**src/hw/rtl/assert_macros.svh**
```systemverilog
// Assertion macros used by the RTL of the deque.
`ifndef ASSERT_MACROS_SVH
`define ASSERT_MACROS_SVH
`ifndef ASSERT_OFF
// Same-cycle implication, disabled in reset.
`define ASSERT_IMPLIES(label, clk, rst, ante, cons) \
  label: assert property (@(posedge clk) disable iff (rst) (ante) |-> (cons)) \
    else $error("assertion failed: same-cycle implication");
// Next-cycle implication, disabled in reset.
`define ASSERT_NEXT(label, clk, rst, ante, cons) \
  label: assert property (@(posedge clk) disable iff (rst) (ante) |=> (cons)) \
    else $error("assertion failed: next-cycle implication");
`else
`define ASSERT_IMPLIES(label, clk, rst, ante, cons)
`define ASSERT_NEXT(label, clk, rst, ante, cons)
`endif
`endif

```
**src/hw/rtl/rdq_pkg.sv**
```systemverilog
// Types and codes of the ring deque.
package rdq_pkg;

  localparam int FUNC_W = 3;
  localparam int VAL_W  = 32;
  localparam int STAT_W = 2;

  typedef logic [FUNC_W-1:0] func_t;
  typedef logic [STAT_W-1:0] status_t;
  typedef logic [VAL_W-1:0]  value_t;

  localparam func_t FN_PUSH_FRONT = 3'd0;
  localparam func_t FN_PUSH_BACK  = 3'd1;
  localparam func_t FN_POP_FRONT  = 3'd2;
  localparam func_t FN_POP_BACK   = 3'd3;
  localparam func_t FN_DUMP       = 3'd4;

  localparam status_t ST_OK    = 2'd0;
  localparam status_t ST_EMPTY = 2'd1;
  localparam status_t ST_FULL  = 2'd2;

endpackage

```
**src/hw/rtl/ring_deque.sv**
```systemverilog
// Ring deque top level: bounded double-ended queue in a circular slot memory.
//
// A bounded double-ended queue of signed 32-bit values held in a DEPTH-entry
// circular memory with one write port and one registered read port. Each input
// request carries an operation in s_tuser (push front, push back, pop front,
// pop back, dump) and a push value in s_tdata. Every request yields one result
// with m_tlast set, except a dump of a non-empty store, which yields one result
// per stored element from front to back and sets m_tlast on the final one.
// A push into a full store gives status full and changes nothing; a pop from or
// dump of an empty store gives status empty. Push, pop and the other codes pass
// through the accept step in S_IDLE (memory write or read issue) and the S_RES
// step that forms the result from the registered read data; a new request is
// taken only once that result is loaded. A dump walks the store in S_DUMP, one
// element per cycle through the single read port while the output register is
// free, and takes no new request until its last element is loaded. The result
// sits in an output register, so the next request is accepted while it still
// waits for m_tready. The slot memory has no reset; only pushed slots are read.
module ring_deque #(
  parameter int DEPTH = 16
) (
  input  logic                         clk,
  input  logic                         rst,
  // s_tdata: push_value[31:0]
  input  logic                         s_tvalid,
  output logic                         s_tready,
  input  logic [31:0]                  s_tdata,
  // s_tuser: func[2:0]
  input  rdq_pkg::func_t               s_tuser,
  // m_tdata: out_value[31:0], occupancy[$clog2(DEPTH+1)+31:32], zero fill
  output logic                         m_tvalid,
  input  logic                         m_tready,
  output logic [((32 + $clog2(DEPTH + 1) + 7) / 8) * 8 - 1:0] m_tdata,
  // m_tuser: status[1:0]
  output rdq_pkg::status_t             m_tuser,
  output logic                         m_tlast
);
  import rdq_pkg::*;

  localparam int IW  = $clog2(DEPTH);
  localparam int CW  = $clog2(DEPTH + 1);
  localparam int SW  = $clog2(2 * DEPTH);
  localparam int TDW = ((VAL_W + CW + 7) / 8) * 8;

  // Sequencer codes.
  localparam logic [1:0] S_IDLE = 2'd0;
  localparam logic [1:0] S_RES  = 2'd1;
  localparam logic [1:0] S_DUMP = 2'd2;

  // Slot memory and its registered read data.
  value_t mem [DEPTH];
  value_t rd_data;

  // Control state.
  logic [1:0]    state, state_next;
  logic [IW-1:0] front, front_next;
  logic [CW-1:0] count, count_next;
  logic [IW-1:0] dump_addr, dump_addr_next;
  logic [CW-1:0] dump_left, dump_left_next;
  status_t       res_status, res_status_next;
  logic          res_pop, res_pop_next;

  // Output register.
  value_t        m_value;
  status_t       m_status;
  logic [CW-1:0] m_occ;
  logic          m_last;

  // Memory access controls.
  logic          mem_we;
  logic [IW-1:0] mem_waddr;
  logic          rd_en;
  logic [IW-1:0] rd_addr;

  // Result load controls.
  logic          out_free;
  logic          out_load;
  value_t        out_value_d;
  status_t       out_status_d;
  logic          out_last_d;

  // Slot arithmetic.
  logic          full, empty;
  logic [IW-1:0] front_inc, front_dec, dump_inc;
  logic [SW-1:0] back_sum, tail_sum;
  logic [IW-1:0] back_slot, tail_slot;

  assign full  = (count == CW'(DEPTH));
  assign empty = (count == '0);

  assign front_inc = (front == IW'(DEPTH - 1)) ? '0 : front + IW'(1);
  assign front_dec = (front == '0) ? IW'(DEPTH - 1) : front - IW'(1);
  assign dump_inc  = (dump_addr == IW'(DEPTH - 1)) ? '0 : dump_addr + IW'(1);

  // Slot just past the back, and the back element itself; both sums stay
  // below twice the depth, so one subtract wraps them.
  assign back_sum  = SW'(front) + SW'(count);
  assign tail_sum  = SW'(front) + SW'(count) - SW'(1);
  assign back_slot = (back_sum >= SW'(DEPTH)) ? IW'(back_sum - SW'(DEPTH)) : IW'(back_sum);
  assign tail_slot = (tail_sum >= SW'(DEPTH)) ? IW'(tail_sum - SW'(DEPTH)) : IW'(tail_sum);

  // Output register may take a new result when empty or being drained.
  assign out_free = !m_tvalid || m_tready;

  // Take a request only when the sequencer is idle; the output register
  // decouples this from the downstream side.
  assign s_tready = (state == S_IDLE);

  always_comb begin
    state_next      = state;
    front_next      = front;
    count_next      = count;
    dump_addr_next  = dump_addr;
    dump_left_next  = dump_left;
    res_status_next = res_status;
    res_pop_next    = res_pop;
    mem_we          = 1'b0;
    mem_waddr       = front;
    rd_en           = 1'b0;
    rd_addr         = front;
    out_load        = 1'b0;
    out_value_d     = '0;
    out_status_d    = ST_OK;
    out_last_d      = 1'b1;
    case (state)
      S_IDLE: begin
        if (s_tvalid) begin
          // Default: form a single result in S_RES.
          state_next      = S_RES;
          res_status_next = ST_OK;
          res_pop_next    = 1'b0;
          case (s_tuser)
            FN_PUSH_FRONT: begin
              if (full) begin
                res_status_next = ST_FULL;
              end else begin
                mem_we     = 1'b1;
                mem_waddr  = front_dec;
                front_next = front_dec;
                count_next = count + CW'(1);
              end
            end
            FN_PUSH_BACK: begin
              if (full) begin
                res_status_next = ST_FULL;
              end else begin
                mem_we     = 1'b1;
                mem_waddr  = back_slot;
                count_next = count + CW'(1);
              end
            end
            FN_POP_FRONT: begin
              if (empty) begin
                res_status_next = ST_EMPTY;
              end else begin
                rd_en        = 1'b1;
                rd_addr      = front;
                res_pop_next = 1'b1;
                front_next   = front_inc;
                count_next   = count - CW'(1);
              end
            end
            FN_POP_BACK: begin
              if (empty) begin
                res_status_next = ST_EMPTY;
              end else begin
                rd_en        = 1'b1;
                rd_addr      = tail_slot;
                res_pop_next = 1'b1;
                count_next   = count - CW'(1);
              end
            end
            FN_DUMP: begin
              if (empty) begin
                res_status_next = ST_EMPTY;
              end else begin
                // Prime the read of the front slot; walk the rest in S_DUMP.
                rd_en          = 1'b1;
                rd_addr        = front;
                dump_addr_next = front_inc;
                dump_left_next = count;
                state_next     = S_DUMP;
              end
            end
            default: begin
              // Unused codes: report ok with the store untouched.
            end
          endcase
        end
      end
      S_RES: begin
        if (out_free) begin
          out_load     = 1'b1;
          out_value_d  = res_pop ? rd_data : '0;
          out_status_d = res_status;
          out_last_d   = 1'b1;
          state_next   = S_IDLE;
        end
      end
      S_DUMP: begin
        // Read data holds while stalled since no new read is issued.
        if (out_free) begin
          out_load     = 1'b1;
          out_value_d  = rd_data;
          out_status_d = ST_OK;
          out_last_d   = (dump_left == CW'(1));
          if (dump_left == CW'(1)) begin
            state_next = S_IDLE;
          end else begin
            rd_en          = 1'b1;
            rd_addr        = dump_addr;
            dump_addr_next = dump_inc;
            dump_left_next = dump_left - CW'(1);
          end
        end
      end
      default: begin
        state_next = S_IDLE;
      end
    endcase
  end

  // Slot memory: one write port, one read port with registered data.
  always_ff @(posedge clk) begin
    if (mem_we) begin
      mem[mem_waddr] <= s_tdata;
    end
    if (rd_en) begin
      rd_data <= mem[rd_addr];
    end
  end

  // Control state.
  always_ff @(posedge clk) begin
    if (rst) begin
      state    <= S_IDLE;
      front    <= '0;
      count    <= '0;
      m_tvalid <= 1'b0;
    end else begin
      state <= state_next;
      front <= front_next;
      count <= count_next;
      if (out_load) begin
        m_tvalid <= 1'b1;
      end else if (m_tready) begin
        m_tvalid <= 1'b0;
      end
    end
  end

  // Payload and per-request working registers.
  always_ff @(posedge clk) begin
    dump_addr  <= dump_addr_next;
    dump_left  <= dump_left_next;
    res_status <= res_status_next;
    res_pop    <= res_pop_next;
    if (out_load) begin
      m_value  <= out_value_d;
      m_status <= out_status_d;
      m_occ    <= count;
      m_last   <= out_last_d;
    end
  end

  assign m_tdata = TDW'({m_occ, m_value});
  assign m_tuser = m_status;
  assign m_tlast = m_last;

  // Checks.
  `include "assert_macros.svh"

  `ASSERT_IMPLIES(a_count_bound, clk, rst, 1'b1, count <= CW'(DEPTH))
  `ASSERT_NEXT(a_one_request, clk, rst, s_tvalid && s_tready, !s_tready)
  `ASSERT_IMPLIES(a_full_status, clk, rst, out_load && (out_status_d == ST_FULL), full)
  `ASSERT_IMPLIES(a_dump_nonempty, clk, rst, state == S_DUMP, !empty && (dump_left != '0))

endmodule
```
**config.mk**
```make
export PLATFORM = sky130hd
export DESIGN_NAME = ring_deque
export DESIGN_NICKNAME = d
export VERILOG_FILES = /design/src/hw/rtl/rdq_pkg.sv /design/src/hw/rtl/ring_deque.sv
export VERILOG_INCLUDE_DIRS = /design/src /design/src/hw/rtl
export SDC_FILE = /design/constraint.sdc
export NUM_CORES = 1
export LEC_CHECK = 0
export BUFFER_PORTS_ARGS = -buffer_cell sky130_fd_sc_hd__buf_2
export CAP_MARGIN = 30
export CORE_MARGIN = 1
export CORE_UTILIZATION = 41
export CTS_CLUSTER_DIAMETER = 150
export DETAILED_ROUTE_END_ITERATION = 7
export PLACE_DENSITY_LB_ADDON = 0.08
export SYNTH_ARGS = -nofsm -noshare
export SYNTH_HDL_FRONTEND = slang
export SYNTH_SLANG_ARGS = --single-unit
```
**constraint.sdc**
```tcl
create_clock -name clk -period 16 [get_ports clk]
set_input_delay 4.8 -clock clk [delete_from_list [all_inputs] [get_ports clk]]
set_output_delay 4.8 -clock clk [all_outputs]
set_load 0.01 [all_outputs]
```
==> results.sh, run 1 <==
export IMPL_drt_total_wl_mm=64.1
export IMPL_slew_viol_final=0
export IMPL_fin_crit_ps=8310
export IMPL_clockRootBuffer="clkbuf_16"
export IMPL_nNetsFinal=1949
export IMPL_stdcell_count=2719
export IMPL_period_share_pct=52.0
export IMPL_synth_avg_cell_area_um2=13.5
export IMPL_dieHeight_um=247
export IMPL_yosysUniqueCellTypes=63
export IMPL_crit_family="buffers and inverters"
export IMPL_wl_met1_mm=29.2
export IMPL_first_global_vias=14800
export IMPL_final_common_cell="edfxtp_1"
export IMPL_chipWidth_um=247
export IMPL_synth_edf_count=596
export IMPL_clkTransAtPathRegs_ps=60
export IMPL_start_kind="input port"
export IMPL_drc=24
export IMPL_outcome="finished, violations left"
export IMPL_rsz0062_at_grt="false"
export IMPL_synth_seq_cells=608
export IMPL_htreeDepth=3
export IMPL_swShare_pct=23.4
export IMPL_path_cells="buf_2 > nand2b_1 > a211oi_4 > a2bb2oi_4 > buf_4 > and2_4 > buf_4 > a32oi_1 > a32oi_1 > o311ai_1"
export IMPL_worst_path_stages=10
export IMPL_wl_met2_mm=30.8
export IMPL_setup_viol=0
export IMPL_area_delta_synth_final_pct=13.3
export IMPL_dp_cells=2595
export IMPL_pwr_density_cell_nw_per_um2=127
export IMPL_overflow=0
export IMPL_comb_power_share_pct=8.2
export IMPL_postRouteAntennaNets=0
export IMPL_seq_area_frac_synth_pct=73.6
export IMPL_top_layer="met4"
export IMPL_worst_slew_pin_slew_ps=1020
export IMPL_hold_violations=0
export IMPL_path_buf_inv=3
export IMPL_clock_latency_ps=600
export IMPL_worst_slack_ps=7690
export IMPL_p_leak_nw=9.48
export IMPL_postPlaceCellArea_um2=25800
export IMPL_io_pins=84
export IMPL_grtUsageTotal_pct=21.5
export IMPL_clockBufferDepth=3
export IMPL_gp_congestion=0.786
export IMPL_ys_warn_count=0
export IMPL_slowest_delay_ps=820
export IMPL_cts_sinks=608
export IMPL_crit_type="in2reg"
export IMPL_cts_resized=0
export IMPL_seq_power_share_pct=50.5
export IMPL_vias_per_cell=5.46
export IMPL_relSlewSlack_pct=32.1
export IMPL_fill_cells=5259
export IMPL_initial_utilization_pct=41.6
export IMPL_cts_buffers=67
export IMPL_clkPwrFrac_pct=41.3
export IMPL_synth_top_flop_cell="edfxtp_1"
export IMPL_io_buffers=80
export IMPL_cp_end_kind="flip-flop"
export IMPL_whs_ps=523
export IMPL_holdCritPathClass="reg2reg"
export IMPL_antenna_found_initial=1
export IMPL_p_int_mw=2.73
export IMPL_cts_tree="built"
export IMPL_grt_pass1_wl_mm=96.0
export IMPL_syn_area_um2=24700
export IMPL_timing_fmax_mhz=120
export IMPL_fin_area_um2=27900
export IMPL_grt_max_degree=97
export IMPL_drive_gt1_share_pct=12.6
export IMPL_synth_async_reset_ratio_pct=0
export IMPL_setup_tns_ps=0
export IMPL_core_um2=59200
export IMPL_wl_met3_mm=2.96
export IMPL_cts_hold_buf=0
export IMPL_cpMaxStageDelayCell="buf_4"
export IMPL_r2r_cells=11
export IMPL_whs_path_depth=1
export IMPL_finClkSkew_ps=18.2
export IMPL_syn_instance_count=1823
export IMPL_rows=89
export IMPL_drtIter0Drc=1230
export IMPL_crit_fanout=73
export IMPL_wire_per_inst_um=23.6
export IMPL_crit_arrival_ps=8630
export IMPL_violations="design-rule violations"
export IMPL_die_area_um2=61100
export IMPL_maxCapViolCount=0
export IMPL_ir_worst_vdd_uv=107
export IMPL_post_cts_buffers=0
export IMPL_layout_common_cells="596 x edfxtp_1, 505 x nand2_1, 163 x nand3_1, 80 x buf_2, 68 x clkbuf_16"
export IMPL_vias=14800
export IMPL_pre_cts_slack_ps=7010
export IMPL_dp_hpwl_mm=31.8
export IMPL_power_switching_mw=0.831
export IMPL_cp_required_ps=16310
export IMPL_first_pass_iters=7
logic make-up (layout without fill, tap and decap cells):
group	after synthesis	after routing	synth area share [%]
XOR/XNOR	16	16	0.568
other	1	4	0.0152
buffers and inverters	132	252	3.04
multiplexers	10	10	0.436
AO/OA/AOI/OAI	223	223	7.06
AND/OR/NAND/NOR	816	816	14.4
flip-flops	608	608	73.6
adder cells (fa/ha/maj)	17	17	0.923
metrics by stage:
stage / power, mW / utilization (%)
4_1_cts: 3.60 / 47.1
3_3_place_gp: 2.12 / 43.5
2_1_floorplan: 2.02 / -
3_5_place_dp: 2.13 / 43.6
6_report: 3.56 / 47.2
5_1_grt: 3.69 / 47.1
flip-flops by register name, summed over array words and instances, names as in the netlist:
signal,count
m_value,32
m_tlast,1
front,4
m_tvalid,1
res_pop,1
state,2
rd_data,32
dump_left,5
count,5
mem,512
dump_addr,4
m_tuser,2
m_occ,5
res_status,2
worst register-to-register path: cells and delay by family (launching register included):
kind	cells	cell delay [ps]
DFF	1	620
buffers and inverters	3	1490
adders and majority gates	3	990
and+or+nand+nor	2	350
AOI/OAI and AO/OA	3	930
routing by layer:
| metal | vias up | track usage (%) |
|---|---|---|
| met2 | 343 | 35.0 |
| met1 | 7529 | 29.7 |
| met4 | 0 | 6.17 |
| met3 | 77 | 3.36 |
| met5 | - | 0 |
| li1 | 6897 | - |
path summary, 6_finish.rpt:
path / start / slack [ps] / endpoint
min reg2reg: rd_data[25] / 520 / m_value[25]
max: s_tuser[2] / 7690 / rd_data[29]
min: rd_data[25] / 520 / m_value[25]
max reg2reg: front[0] / 11350 / rd_data[9]
cell usage after synthesis (2+ instances only):
cell type	number	area (um^2)
edfxtp_1	596	17900
nand2_1	507	1900
nand3_1	163	816
a32oi_1	65	569
buf_2	60	300
a21oi_1	53	265
nor2_1	48	180
and3_1	35	219
a22oi_1	33	248
and2_1	33	206
o311ai_1	32	280
clkbuf_1	24	90.1
buf_6	15	169
ha_1	15	188
inv_1	15	56.3
dfxtp_1	12	240
xnor2_1	11	96.3
buf_4	10	75.1
a31oi_1	8	50.1
nor3_1	8	40.0
o21ai_0	7	35.0
mux2_2	6	67.6
a21o_1	5	37.5
nand2b_1	5	31.3
xor2_1	5	43.8
mux2i_1	4	40.0
nor2b_1	4	25.0
buf_1	3	11.3
a211oi_1	2	15.0
a221oi_1	2	17.5
and3b_1	2	17.5
clkbuf_4	2	15.0
dlygate4sd1_1	2	17.5
fa_1	2	40.0
final cells by class:
type,instances,area [um^2],area share [%]
diodes,1,2.50,0.00896
clock buffers,88,1780,6.36
clock inverters,33,280,1.00
inverters,15,56.3,0.202
multi-input cells,1085,5990,21.4
flip-flops and latches,608,18100,64.9
well taps,773,967,3.46
repair buffers,116,723,2.59
power by group through the flow:
stage                     logic, mW  registers [mW]  clock network [mW]
final                         0.291            1.80                1.47
after floorplan               0.188            1.83                   0
after detailed placement      0.294            1.83                   0
after global placement        0.289            1.83                   0
after global routing          0.325            1.80                1.56
after CTS                     0.295            1.80                1.50
Power figures use the tool's default switching activity.
==> run 2: changes to the inputs <==
Clock period 16 ns to 7.7 ns, I/O delays scaled along.
==> run 2 against run 1 <==
Compared with the run above: register-to-register slack lost 7700 ps; highest routed layer unchanged; largest cell class unchanged; clock power grew 100%; the flow still finishes with violations (design-rule violations); cell count is essentially flat; setup slack lost 5100 ps; count of clock-buffer cells in the layout grew 5; critical endpoint is now rd_data[8]; clock skew shrank 5.2 ps; cell area grew 0.16%; power grew 110%.
==> results.sh, run 2 (synthesis results as in run 1) <==
export IMPL_outcome="finished, violations left"
export IMPL_violations="design-rule violations"
export IMPL_crit_arrival_ps=5400
export IMPL_fin_area_um2=28000
export IMPL_worst_path_stages=10
export IMPL_multi_input_comb_area_um2=5980
export IMPL_pre_cts_slack_ps=1970
export IMPL_largest_register_ffs=512
export IMPL_seqCellArea_um2=18100
export IMPL_vias=14800
export IMPL_grt_max_degree=146
export IMPL_io_buffers=80
export IMPL_cp_required_ps=8010
export IMPL_dieHeight_um=247
export IMPL_cpMostUsedCell="buf_4"
export IMPL_wire_per_inst_um=23.9
export IMPL_finClkSkew_ps=13.1
export IMPL_fin_crit_ps=5090
export IMPL_crit_fanout=70
export IMPL_nNetsFinal=1955
export IMPL_cts_buffers=67
export IMPL_startpoint="s_tuser[2]"
export IMPL_pwr_density_cell_nw_per_um2=262
export IMPL_cpMaxStageDelayCell="and2_4"
export IMPL_dp_hpwl_mm=35.2
export IMPL_p_leak_nw=9.50
export IMPL_io_pins=84
export IMPL_clockBufferDepth=3
export IMPL_final_common_cell="edfxtp_1"
export IMPL_hold_violations=0
export IMPL_core_um2=59200
export IMPL_cts_sinks=608
export IMPL_area_delta_synth_final_pct=13.5
export IMPL_chipWidth_um=247
export IMPL_fill_cells=5267
export IMPL_period_share_pct=66.1
export IMPL_top_register="mem"
export IMPL_drc=24
export IMPL_drt_total_wl_mm=65.1
export IMPL_reg_top3="mem x512, m_value x32, rd_data x32"
export IMPL_timing_fmax_mhz=197
export IMPL_relSlewSlack_pct=32.4
export IMPL_holdCritPathClass="reg2reg"
export IMPL_start_kind="input port"
export IMPL_slew_viol_final=0
export IMPL_setup_tns_ps=0
export IMPL_cp_end_kind="flip-flop"
export IMPL_clkTransAtPathRegs_ps=60
export IMPL_fin_util_pct=47.2
export IMPL_whs_ps=516
export IMPL_cts_hold_buf=0
export IMPL_antenna_found_initial=1
export IMPL_maxCapViolCount=0
export IMPL_htreeDepth=3
export IMPL_clockRootBuffer="clkbuf_16"
export IMPL_rr_endpoint="mem[6][21]"
export IMPL_crit_family="simple AND/OR/NAND/NOR gates"
export IMPL_path_buf_inv=3
export IMPL_cts_resized=0
export IMPL_vias_per_cell=5.44
export IMPL_use_met1_pct=30.3
export IMPL_postPlaceCellArea_um2=26000
export IMPL_initial_utilization_pct=41.6
export IMPL_first_global_vias=14800
export IMPL_r2r_start="count[0]"
export IMPL_crit_type="in2reg"
export IMPL_dp_cells=2602
export IMPL_overflow=0
export IMPL_ir_worst_vdd_uv=151
export IMPL_stdcell_count=2720
export IMPL_cts_tree="built"
export IMPL_worst_slew_pin_slew_ps=1010
export IMPL_r2r_cells=8
export IMPL_grt_pass1_wl_mm=97.5
export IMPL_postRouteAntennaNets=0
export IMPL_clock_latency_ps=590
export IMPL_crit_end="rd_data[8]"
export IMPL_gp_congestion=0.782
export IMPL_rows=89
export IMPL_layout_common_cells="596 x edfxtp_1, 505 x nand2_1, 163 x nand3_1, 80 x buf_2, 70 x clkbuf_16"
export IMPL_worst_slack_ps=2610
export IMPL_grt_use_met3_pct=3.34
export IMPL_setup_viol=0
export IMPL_drive_gt1_share_pct=12.5
export IMPL_rsz0062_at_grt="false"
export IMPL_reg2reg_setup_slack_ps=3620
export IMPL_first_pass_iters=7
export IMPL_slowest_delay_ps=840
export IMPL_die_area_um2=61100
export IMPL_path_cells="buf_2 > nand2b_1 > a211o_1 > a2bb2oi_4 > buf_4 > and2_4 > buf_4 > nand3_1 > a32oi_1 > o311ai_1"
export IMPL_busiest_layer="met2"
export IMPL_drtIter0Drc=1238
export IMPL_post_cts_buffers=0
export IMPL_finalPower_mw=7.34
export IMPL_met2_usage_pct=35.6
export IMPL_grtUsageTotal_pct=21.8
==> run 2: changes by cell type in the layout (fill, tap and decap cells not counted), sizes merged <==
cell | before | now
buf | 116 | 121
bufinv | 4 | 2
clkbuf | 88 | 94
clkinv | 22 | 21
clkinvlp | 1 | 0
inv | 21 | 15
==> run 2: worst min path at each step <==
stage	startpoint	endpoint	depth (start not counted)
2_1_floorplan	count[4]	m_occ[4]	0
3_3_place_gp	rd_data[25]	m_value[25]	1
3_5_place_dp	rd_data[24]	m_value[24]	1
4_1_cts	rd_data[24]	m_value[24]	1
5_1_grt	rd_data[25]	m_value[25]	1
6_report	rd_data[29]	m_value[29]	1
==> run 2: report_power, final <==
group / switching (mW) / internal, mW / total, mW
Combinational: 0.423 / 0.195 / 0.617
Sequential: 0.0271 / 3.71 / 3.74
Clock: 1.26 / 1.73 / 2.99
Total: 1.71 / 5.63 / 7.34
==> run 2: cell type report <==
class	instances	share of cell area [%]
diodes	1	0.00894
well taps	773	3.46
flip-flops and latches	608	64.8
multi-input cells	1085	21.4
repair buffers	122	3.00
clock buffers	93	6.57
inverters	15	0.201
clock inverters	23	0.559
==> run 2: metal layers <==
layer  vias to the layer above  share of wire, %
met4                         0               1.7
li1                       6914                 -
met1                      7439                45
met5                         -                 0
met3                        83               5.0
met2                       369                48
